### config.mk
export PLATFORM = sky130hd
export DESIGN_NAME = led_matrix_frame_buffer_scanout
export DESIGN_NICKNAME = d
export VERILOG_FILES = /design/src/design/lmfb_pkg.sv /design/src/design/led_matrix_frame_buffer_scanout.sv
export VERILOG_INCLUDE_DIRS = /design/src /design/src/design
export SDC_FILE = /design/constraint.sdc
export NUM_CORES = 1
export LEC_CHECK = 0
export CAP_MARGIN = 20
export CORE_UTILIZATION = 60
export DETAILED_ROUTE_END_ITERATION = 7
export DONT_BUFFER_PORTS = 1
export GPL_ROUTABILITY_DRIVEN = 0
export HOLD_SLACK_MARGIN = 0.08
export PLACE_DENSITY_LB_ADDON = 0.3
export SLEW_MARGIN = 20
export SYNTH_ARGS = -nofsm -noshare
export SYNTH_HDL_FRONTEND = slang
export SYNTH_SLANG_ARGS = --single-unit
### constraint.sdc
create_clock -name i_clk -period 2.9 [get_ports i_clk]
set_input_delay 0.29 -clock i_clk [delete_from_list [all_inputs] [get_ports i_clk]]
set_output_delay 0.29 -clock i_clk [all_outputs]
set_load 0.02 [all_outputs]
### src/design/led_matrix_frame_buffer_scanout_macros.svh
// ----------------------------------------------------------------------------
// LED matrix scanout assertion macros
// Shared same-cycle and next-cycle implication property wrappers.
// ----------------------------------------------------------------------------
`ifndef LED_MATRIX_FRAME_BUFFER_SCANOUT_MACROS_SVH
`define LED_MATRIX_FRAME_BUFFER_SCANOUT_MACROS_SVH

// same-cycle implication, sampled on i_clk, off during reset
`define LMFB_ASSERT_NOW(label, ante, cons, msg) \
    label: assert property (@(posedge i_clk) disable iff (!i_rst_n) \
        (ante) |-> (cons)) else $error(msg);

// next-cycle implication, sampled on i_clk, off during reset
`define LMFB_ASSERT_NEXT(label, ante, cons, msg) \
    label: assert property (@(posedge i_clk) disable iff (!i_rst_n) \
        (ante) |=> (cons)) else $error(msg);

`endif

### src/design/lmfb_pkg.sv
// ----------------------------------------------------------------------------
// lmfb_pkg
// Types, sizes and lookup tables for the LED matrix frame buffer scanout.
// ----------------------------------------------------------------------------
package lmfb_pkg;

    localparam int SEGMENTS = 4;                 // cascaded 8x8 segments, 1..8
    localparam int SEG_W    = (SEGMENTS > 1) ? $clog2(SEGMENTS) : 1;
    localparam int ADDR_W   = SEG_W + 3;         // {segment, row}
    localparam int DEPTH    = 8 * SEGMENTS;
    localparam int FILL_W   = 6;
    localparam int PIX_W    = ($clog2(8 * SEGMENTS + 1) > FILL_W) ?
                              $clog2(8 * SEGMENTS + 1) : FILL_W;

    localparam logic [SEG_W-1:0] SEG_MAX  = SEG_W'(SEGMENTS - 1);
    localparam logic [PIX_W-1:0] FULL_PIX = PIX_W'(8 * SEGMENTS);

    typedef enum logic [1:0] {
        KIND_PIXEL = 2'd0,
        KIND_BAR   = 2'd1,
        KIND_SHOW  = 2'd2,
        KIND_BCAST = 2'd3
    } t_kind;

    typedef enum logic [1:0] {
        ST_IDLE,
        ST_RUN,
        ST_DRAIN
    } t_state;

    // segment number for each value of column[7:3]
    typedef logic [SEG_W-1:0] t_seg_lut [32];

    function automatic t_seg_lut build_seg_lut();
        t_seg_lut lut;
        for (int i = 0; i < 32; i++) begin
            lut[i] = SEG_W'(i % SEGMENTS);
        end
        return lut;
    endfunction

    localparam t_seg_lut SEG_OF_COL = build_seg_lut();

endpackage

### src/design/led_matrix_frame_buffer_scanout.sv
// ----------------------------------------------------------------------------
// led_matrix_frame_buffer_scanout
// Frame store and register-write sequencer for cascaded 8x8 LED segments.
// ----------------------------------------------------------------------------
// Usage:
//   A request is taken on a rising edge with start high and busy low. The
//   kind field picks set pixel, progress bar, show-and-clear or broadcast.
//   busy stays high until the last store access or broadcast step; the final
//   result of a request is flagged in the first cycle with busy low.
//   Results are register writes for the segment drivers. Each one is on the
//   o_ result ports for exactly one cycle, flagged by o_strobe; the receiver
//   cannot stall, so nothing waits and nothing is dropped.
// Steps (S = segments, one store byte per cycle through the shared unit):
//   set pixel    : one read-modify-write of the pixel's byte, no results
//   progress bar : all segments per bar row, no results, none at zero height
//   show         : results come one per cycle through the read-modify-write
//                  stage and result register, rows 0..7, last segment of
//                  each row first, store cleared as it is read
//   broadcast    : S results one per cycle from the result register
//   The frame store port (one read, one write per cycle) sets this rate.
// Reset: the frame store reads as all zero (per-byte valid flags), the
//   sequencer goes idle, no result is flagged.
// ----------------------------------------------------------------------------
module led_matrix_frame_buffer_scanout (
    input  logic       i_clk,
    input  logic       i_rst_n,
    input  logic       start,
    output logic       busy,
    input  logic [1:0] i_kind,
    input  logic [2:0] i_row,
    input  logic [7:0] i_column,
    input  logic [3:0] i_bar_height,
    input  logic [5:0] i_fill_pixels,
    input  logic [3:0] i_cmd_address,
    input  logic [7:0] i_cmd_data,
    output logic       o_strobe,
    output logic [3:0] o_reg_address,
    output logic [7:0] o_reg_data,
    output logic       o_select_release,
    output logic       o_last
);

`include "led_matrix_frame_buffer_scanout_macros.svh"

    localparam int ADDR_W = lmfb_pkg::ADDR_W;
    localparam int SEG_W  = lmfb_pkg::SEG_W;
    localparam int PIX_W  = lmfb_pkg::PIX_W;

    // ---------------- sequencer state ----------------
    lmfb_pkg::t_state r_state, n_state;
    logic [2:0]       r_row, n_row;
    logic [SEG_W-1:0] r_seg, n_seg;

    // request fields held for the whole request
    lmfb_pkg::t_kind  r_kind;
    logic [2:0]       r_last_row;
    logic [PIX_W-1:0] r_fill;
    logic [7:0]       r_pix_mask;
    logic [3:0]       r_cmd_address;
    logic [7:0]       r_cmd_data;

    logic             accept;
    logic             issue;     // read one store byte this cycle
    logic             bc_emit;   // emit one broadcast write this cycle
    logic [4:0]       bar_end;
    logic [2:0]       bar_last;
    logic [PIX_W-1:0] fill_sat;

    assign accept = start && !busy;
    assign busy   = (r_state != lmfb_pkg::ST_IDLE);

    assign bar_end  = {2'b00, i_row} + {1'b0, i_bar_height};
    assign bar_last = (bar_end >= 5'd8) ? 3'd7 : 3'(bar_end - 5'd1);
    assign fill_sat = (PIX_W'(i_fill_pixels) > lmfb_pkg::FULL_PIX) ?
                      lmfb_pkg::FULL_PIX : PIX_W'(i_fill_pixels);

    always_ff @(posedge i_clk) begin
        if (!i_rst_n) begin
            r_state <= lmfb_pkg::ST_IDLE;
        end else begin
            r_state <= n_state;
        end
    end

    always_ff @(posedge i_clk) begin
        r_row <= n_row;
        r_seg <= n_seg;
        if (accept) begin
            r_kind        <= lmfb_pkg::t_kind'(i_kind);
            r_last_row    <= bar_last;
            r_fill        <= fill_sat;
            r_pix_mask    <= 8'd1 << i_column[2:0];
            r_cmd_address <= i_cmd_address;
            r_cmd_data    <= i_cmd_data;
        end
    end

    // next state and step control
    always_comb begin
        n_state = r_state;
        n_row   = r_row;
        n_seg   = r_seg;
        issue   = 1'b0;
        bc_emit = 1'b0;
        unique case (r_state)
            lmfb_pkg::ST_IDLE: begin
                if (accept) begin
                    n_state = lmfb_pkg::ST_RUN;
                    n_row   = i_row;
                    n_seg   = '0;
                    unique case (lmfb_pkg::t_kind'(i_kind))
                        lmfb_pkg::KIND_PIXEL: begin
                            n_seg = lmfb_pkg::SEG_OF_COL[i_column[7:3]];
                        end
                        lmfb_pkg::KIND_BAR: begin
                            if (i_bar_height == 4'd0) begin
                                n_state = lmfb_pkg::ST_IDLE;
                            end
                        end
                        lmfb_pkg::KIND_SHOW: begin
                            n_row = 3'd0;
                            n_seg = lmfb_pkg::SEG_MAX;
                        end
                        default: begin
                            n_seg = '0;
                        end
                    endcase
                end
            end
            lmfb_pkg::ST_RUN: begin
                unique case (r_kind)
                    lmfb_pkg::KIND_BCAST: begin
                        bc_emit = 1'b1;
                        if (r_seg == lmfb_pkg::SEG_MAX) begin
                            n_state = lmfb_pkg::ST_IDLE;
                        end else begin
                            n_seg = r_seg + 1'b1;
                        end
                    end
                    lmfb_pkg::KIND_PIXEL: begin
                        issue   = 1'b1;
                        n_state = lmfb_pkg::ST_DRAIN;
                    end
                    lmfb_pkg::KIND_BAR: begin
                        issue = 1'b1;
                        if (r_seg == lmfb_pkg::SEG_MAX) begin
                            n_seg = '0;
                            if (r_row == r_last_row) begin
                                n_state = lmfb_pkg::ST_DRAIN;
                            end else begin
                                n_row = r_row + 3'd1;
                            end
                        end else begin
                            n_seg = r_seg + 1'b1;
                        end
                    end
                    default: begin   // show: last segment first in each row
                        issue = 1'b1;
                        if (r_seg == '0) begin
                            n_seg = lmfb_pkg::SEG_MAX;
                            if (r_row == 3'd7) begin
                                n_state = lmfb_pkg::ST_DRAIN;
                            end else begin
                                n_row = r_row + 3'd1;
                            end
                        end else begin
                            n_seg = r_seg - 1'b1;
                        end
                    end
                endcase
            end
            lmfb_pkg::ST_DRAIN: begin
                n_state = lmfb_pkg::ST_IDLE;
            end
            default: begin
                n_state = lmfb_pkg::ST_IDLE;
            end
        endcase
    end

    // ---------------- shared mask unit ----------------
    // One subtract and compare per byte: pixels left for this segment.
    logic [PIX_W-1:0] seg_base;
    logic [PIX_W-1:0] pix_left;
    logic [7:0]       bar_mask;
    logic [7:0]       step_mask;

    assign seg_base = PIX_W'({r_seg, 3'b000});
    assign pix_left = r_fill - seg_base;

    always_comb begin
        if (r_fill <= seg_base) begin
            bar_mask = 8'h00;
        end else if (pix_left >= PIX_W'(8)) begin
            bar_mask = 8'hFF;
        end else begin
            bar_mask = (8'h01 << pix_left[2:0]) - 8'h01;
        end
    end

    assign step_mask = (r_kind == lmfb_pkg::KIND_PIXEL) ? r_pix_mask : bar_mask;

    // ---------------- frame store ----------------
    logic [7:0]        r_mem [lmfb_pkg::DEPTH];
    logic [lmfb_pkg::DEPTH-1:0] r_valid;
    logic [ADDR_W-1:0] rd_addr;
    logic [7:0]        r_rdata;
    logic              r_rvalid;

    // read-modify-write stage
    logic              r_rd_vld;
    logic              r_rd_show;
    logic [ADDR_W-1:0] r_rd_addr;
    logic [7:0]        r_rd_mask;
    logic [2:0]        r_rd_row;
    logic [SEG_W-1:0]  r_rd_seg;
    logic [7:0]        cur_byte;
    logic [7:0]        wr_data;

    assign rd_addr  = {r_seg, r_row};
    assign cur_byte = r_rvalid ? r_rdata : 8'h00;
    assign wr_data  = r_rd_show ? 8'h00 : (cur_byte | r_rd_mask);

    always_ff @(posedge i_clk) begin
        if (issue) begin
            r_rdata <= r_mem[rd_addr];
        end
        if (r_rd_vld) begin
            r_mem[r_rd_addr] <= wr_data;
        end
    end

    always_ff @(posedge i_clk) begin
        if (!i_rst_n) begin
            r_valid  <= '0;
            r_rd_vld <= 1'b0;
        end else begin
            r_rd_vld <= issue;
            if (r_rd_vld) begin
                r_valid[r_rd_addr] <= 1'b1;
            end
        end
    end

    always_ff @(posedge i_clk) begin
        if (issue) begin
            r_rvalid  <= r_valid[rd_addr];
            r_rd_show <= (r_kind == lmfb_pkg::KIND_SHOW);
            r_rd_addr <= rd_addr;
            r_rd_mask <= step_mask;
            r_rd_row  <= r_row;
            r_rd_seg  <= r_seg;
        end
    end

    // ---------------- result register ----------------
    logic       r_strobe;
    logic [3:0] r_reg_address;
    logic [7:0] r_reg_data;
    logic       r_select_release;
    logic       r_last;

    always_ff @(posedge i_clk) begin
        if (!i_rst_n) begin
            r_strobe <= 1'b0;
        end else begin
            r_strobe <= bc_emit || (r_rd_vld && r_rd_show);
        end
    end

    always_ff @(posedge i_clk) begin
        if (bc_emit) begin
            r_reg_address    <= r_cmd_address;
            r_reg_data       <= r_cmd_data;
            r_select_release <= (r_seg == lmfb_pkg::SEG_MAX);
            r_last           <= (r_seg == lmfb_pkg::SEG_MAX);
        end else begin
            // row r goes to driver register 1 + (7 - r)
            r_reg_address    <= 4'd8 - {1'b0, r_rd_row};
            r_reg_data       <= cur_byte;
            r_select_release <= (r_rd_seg == '0);
            r_last           <= (r_rd_seg == '0) && (r_rd_row == 3'd7);
        end
    end

    assign o_strobe         = r_strobe;
    assign o_reg_address    = r_reg_address;
    assign o_reg_data       = r_reg_data;
    assign o_select_release = r_select_release;
    assign o_last           = r_last;

    // ---------------- assertions ----------------
    `LMFB_ASSERT_NOW(a_last_releases, o_strobe && o_last, o_select_release,
        "final write of a request must release chip select")
    `LMFB_ASSERT_NOW(a_last_ends_busy, o_strobe && o_last, !busy,
        "sequencer still busy on the final write")
    `LMFB_ASSERT_NOW(a_write_while_busy, r_rd_vld, busy,
        "store write pending while idle")
    `LMFB_ASSERT_NEXT(a_no_stray_result, accept, !o_strobe,
        "result flagged right after a new request")

endmodule
==> results.cfg <==
[synthesis]
syn_area_mm2 = 0.01458
synth.distinct_cells = 51
yosysSeqAreaShare_pct = 71.73
synth-seq-cells = 365
synthCells = 782
synthArstFlopShare_pct = 0
yosys_warnings = 0
synth-xor-area-share_pct = 0.4805
synth_fp_nets = 841
avgSynthCellArea_um2 = 18.65
synthSimpleGateAreaFrac_pct = 4.762
synth_top_family_by_area = multiplexers
synth-edff-count = 315
synth-compound-area-share_pct = 3.904
synth_fa_ha_area_share_pct = 1.905
synth_mux_area_share_pct = 15.08
synth_ff_type = edfxtp_1

[detailed_routing]
ant_nets = 0
drt-met1-wl_um = 12060
drt_iter0_drc = 772
drtPass1Iterations = 5
dr_wl_met3_um = 2154
wl_met2_um = 15210
drt_wl_total_um = 30300
num_vias = 7645
drc = 0
vias_per_cell = 6.308
routed.top_layer = met4
wl_per_cell_um = 25.00

[layout]
final_common_cell = edfxtp_1
syn2layout_area_growth_pct = 14.71
antenna_cells = 0
mostFrequentLayoutCells = edfxtp_1 (315), nand2_1 (66), mux4_2 (50), dfxtp_1 (50), nor2_1 (41)
num-fill-cells = 1425
layout-drive-gt1-share_pct = 18.14
final_nets = 924

[clock_tree]
cts_tree = yes
cts-root-buf = clkbuf_16
cts_buffers = 38
cts.repair.resized = 0
post_cts_buffers = 0
cts.clk_slew.worst_paths_ns = 0.06
h-tree-depth = 2
clock_latency_ns = 0.52
hold_buffers = 33
cts.sinks = 365
cts.path.max_buffers = 3

[floorplan]
die-area_mm2 = 0.02493
start_util_pct = 61.58
die_y_um = 157.9
core.rowCount = 56
core_region_area_mm2 = 0.02368
fp.dieW_um = 157.9
ios = 54

[timing]
fin_skew_ns = 0.01637
tightest_slew_ns = 0.8350
fin_ws_ns = 0.4600
slew_headroom_pct = 44.13
slew_viol_final = 0
rsz0062_at_grt = no
fin_crit_ns = 2.440
timing.final.crit_share_pct = 84.14
setup_viol = 0
hold_viol_final = 0
tns_ns = 0
max_freq_ghz = 0.4098

[critical_path]
cp_data_arrival_time_ns = 2.72
r2r_slack_ns = 0.46
path_class = reg -> reg
worstSetupStartpointType = flip-flop
cp_cell_sequence = buf_12 -> buf_12 -> mux4_1 -> mux4_2 -> nand2_1 -> nand2_1
path_max_fanout = 24
slowest_stage = mux4_1
critPathCaptureType = flip-flop
critPathRequiredTime_ns = 3.18
slowest_delay_ns = 0.63

[pwr]
powerDensity_mw_per_mm2 = 734.7
irDropWorstVdd_uv = 702.3
p_leak_nw = 5.753

[grt]
grt_overflow = 0
grt_max_degree = 39
antenna_found_initial = 0
grt_pass1_vias = 7842
track_usage_pct = 25.49
grt_pass1_wl_um = 45600

[placed_design]
port_buffers = 0
post-dp-hpwl_um = 18610
pre_cts_slack_ns = 0.4705

[worst_hold_path]
hp-class = in -> reg

[job]
max_cap_violations = 0

[outcome]
status = completed
cells in the mapped netlist, types with 4 or more instances:
cell | count | area [um2]
clkbuf_1 | 17 | 63.81
mux4_2 | 50 | 1126
mux4_1 | 40 | 1051
nor3_1 | 5 | 25.02
nor2b_1 | 9 | 56.30
ha_1 | 19 | 237.7
dfxtp_1 | 50 | 1001
buf_6 | 5 | 56.30
o21ai_0 | 20 | 100.1
nand2_1 | 66 | 247.7
nand3_1 | 4 | 20.02
xnor2_1 | 7 | 61.31
nand3b_1 | 4 | 30.03
buf_2 | 6 | 30.03
o21a_1 | 32 | 240.2
nor2_1 | 50 | 187.7
a21oi_1 | 15 | 75.07
inv_1 | 15 | 56.30
edfxtp_1 | 315 | 9459
cells by family (layout without fill, tap and decap cells):
logic type	after synthesis	after routing
DFF	365	365
and+or+nand+nor	156	156
muxes	92	92
AOI/OAI and AO/OA	88	88
buffers and inverters	52	163
adders and majority gates	21	21
xor gates and xnor gates	8	8
power breakdown:
group / leakage, nW / internal [W] / total, W / switching (W)
logic: 1.86 / 0.000608 / 0.00142 / 0.000814
clock network: 0.597 / 0.00286 / 0.00477 / 0.00191
registers: 3.29 / 0.00597 / 0.00610 / 0.000129
total: 5.75 / 0.00944 / 0.0123 / 0.00285
through the flow:
step	util [%]	instances	cell area (um2)	hold slack, ns	power, W
6_report	70.64	1212	16730	0.09900	0.01229
5_1_grt	70.64	1212	16730	0.09575	0.01265
4_1_cts	70.64	1212	16730	0.09489	0.01233
3_5_place_dp	64.01	1111	15160	0.3889	0.007550
3_3_place_gp	64.01	1111	15160	0.3890	0.007486
2_1_floorplan	-	782	14580	0.3889	0.007130
state kept, by name, summed over array words and instances, names as in the netlist, 3 cells and up:
signal / flops
o_reg_data: 8
r_cmd_address: 4
r_valid: 32
r_pix_mask: 8
r_fill: 6
r_rd_mask: 8
r_rdata: 8
r_last_row: 3
r_rd_addr: 5
r_cmd_data: 8
r_mem: 256
o_reg_address: 4
r_row: 3
metal layers:
layer | global-route usage [%] | vias to the layer above
li1 | - | 3290
met1 | 34.26 | 3942
met2 | 42.48 | 346
met3 | 4.517 | 67
met4 | 8.784 | 0
met5 | 0 | -
path summary, 6_finish.rpt:
kind                                              start                       end  depth (start not counted)
worst max-delay path                 r_row[1]$_DFFE_PP_        r_rvalid$_DFFE_PP_                          6
worst min-delay path                            i_rst_n  r_valid[12]$_SDFFE_PN0P_                          2
worst max register to register       r_row[1]$_DFFE_PP_        r_rvalid$_DFFE_PP_                          6
worst min register to register  r_cmd_data[2]$_DFFE_PP_     o_reg_data[2]$_DFF_P_                          2
critical path: cells and delay by family, from the launching register on:
family	cells	cell delay, ns
buffers and inverters	2	0.42
muxes	2	1.18
and+or+nand+nor	2	0.17
DFF	1	0.39
area by class of cell:
class | instances | area, um2 | area share (%)
sequential | 365 | 10460 | 62.53
clock buffer | 56 | 1080 | 6.455
inverter | 17 | 66.31 | 0.3964
timing repair buffer | 78 | 740.7 | 4.428
tap | 319 | 399.1 | 2.386
clock inverter | 12 | 148.9 | 0.8901
multi-input combinational | 365 | 3834 | 22.92
Power figures use the tool's default switching activity.
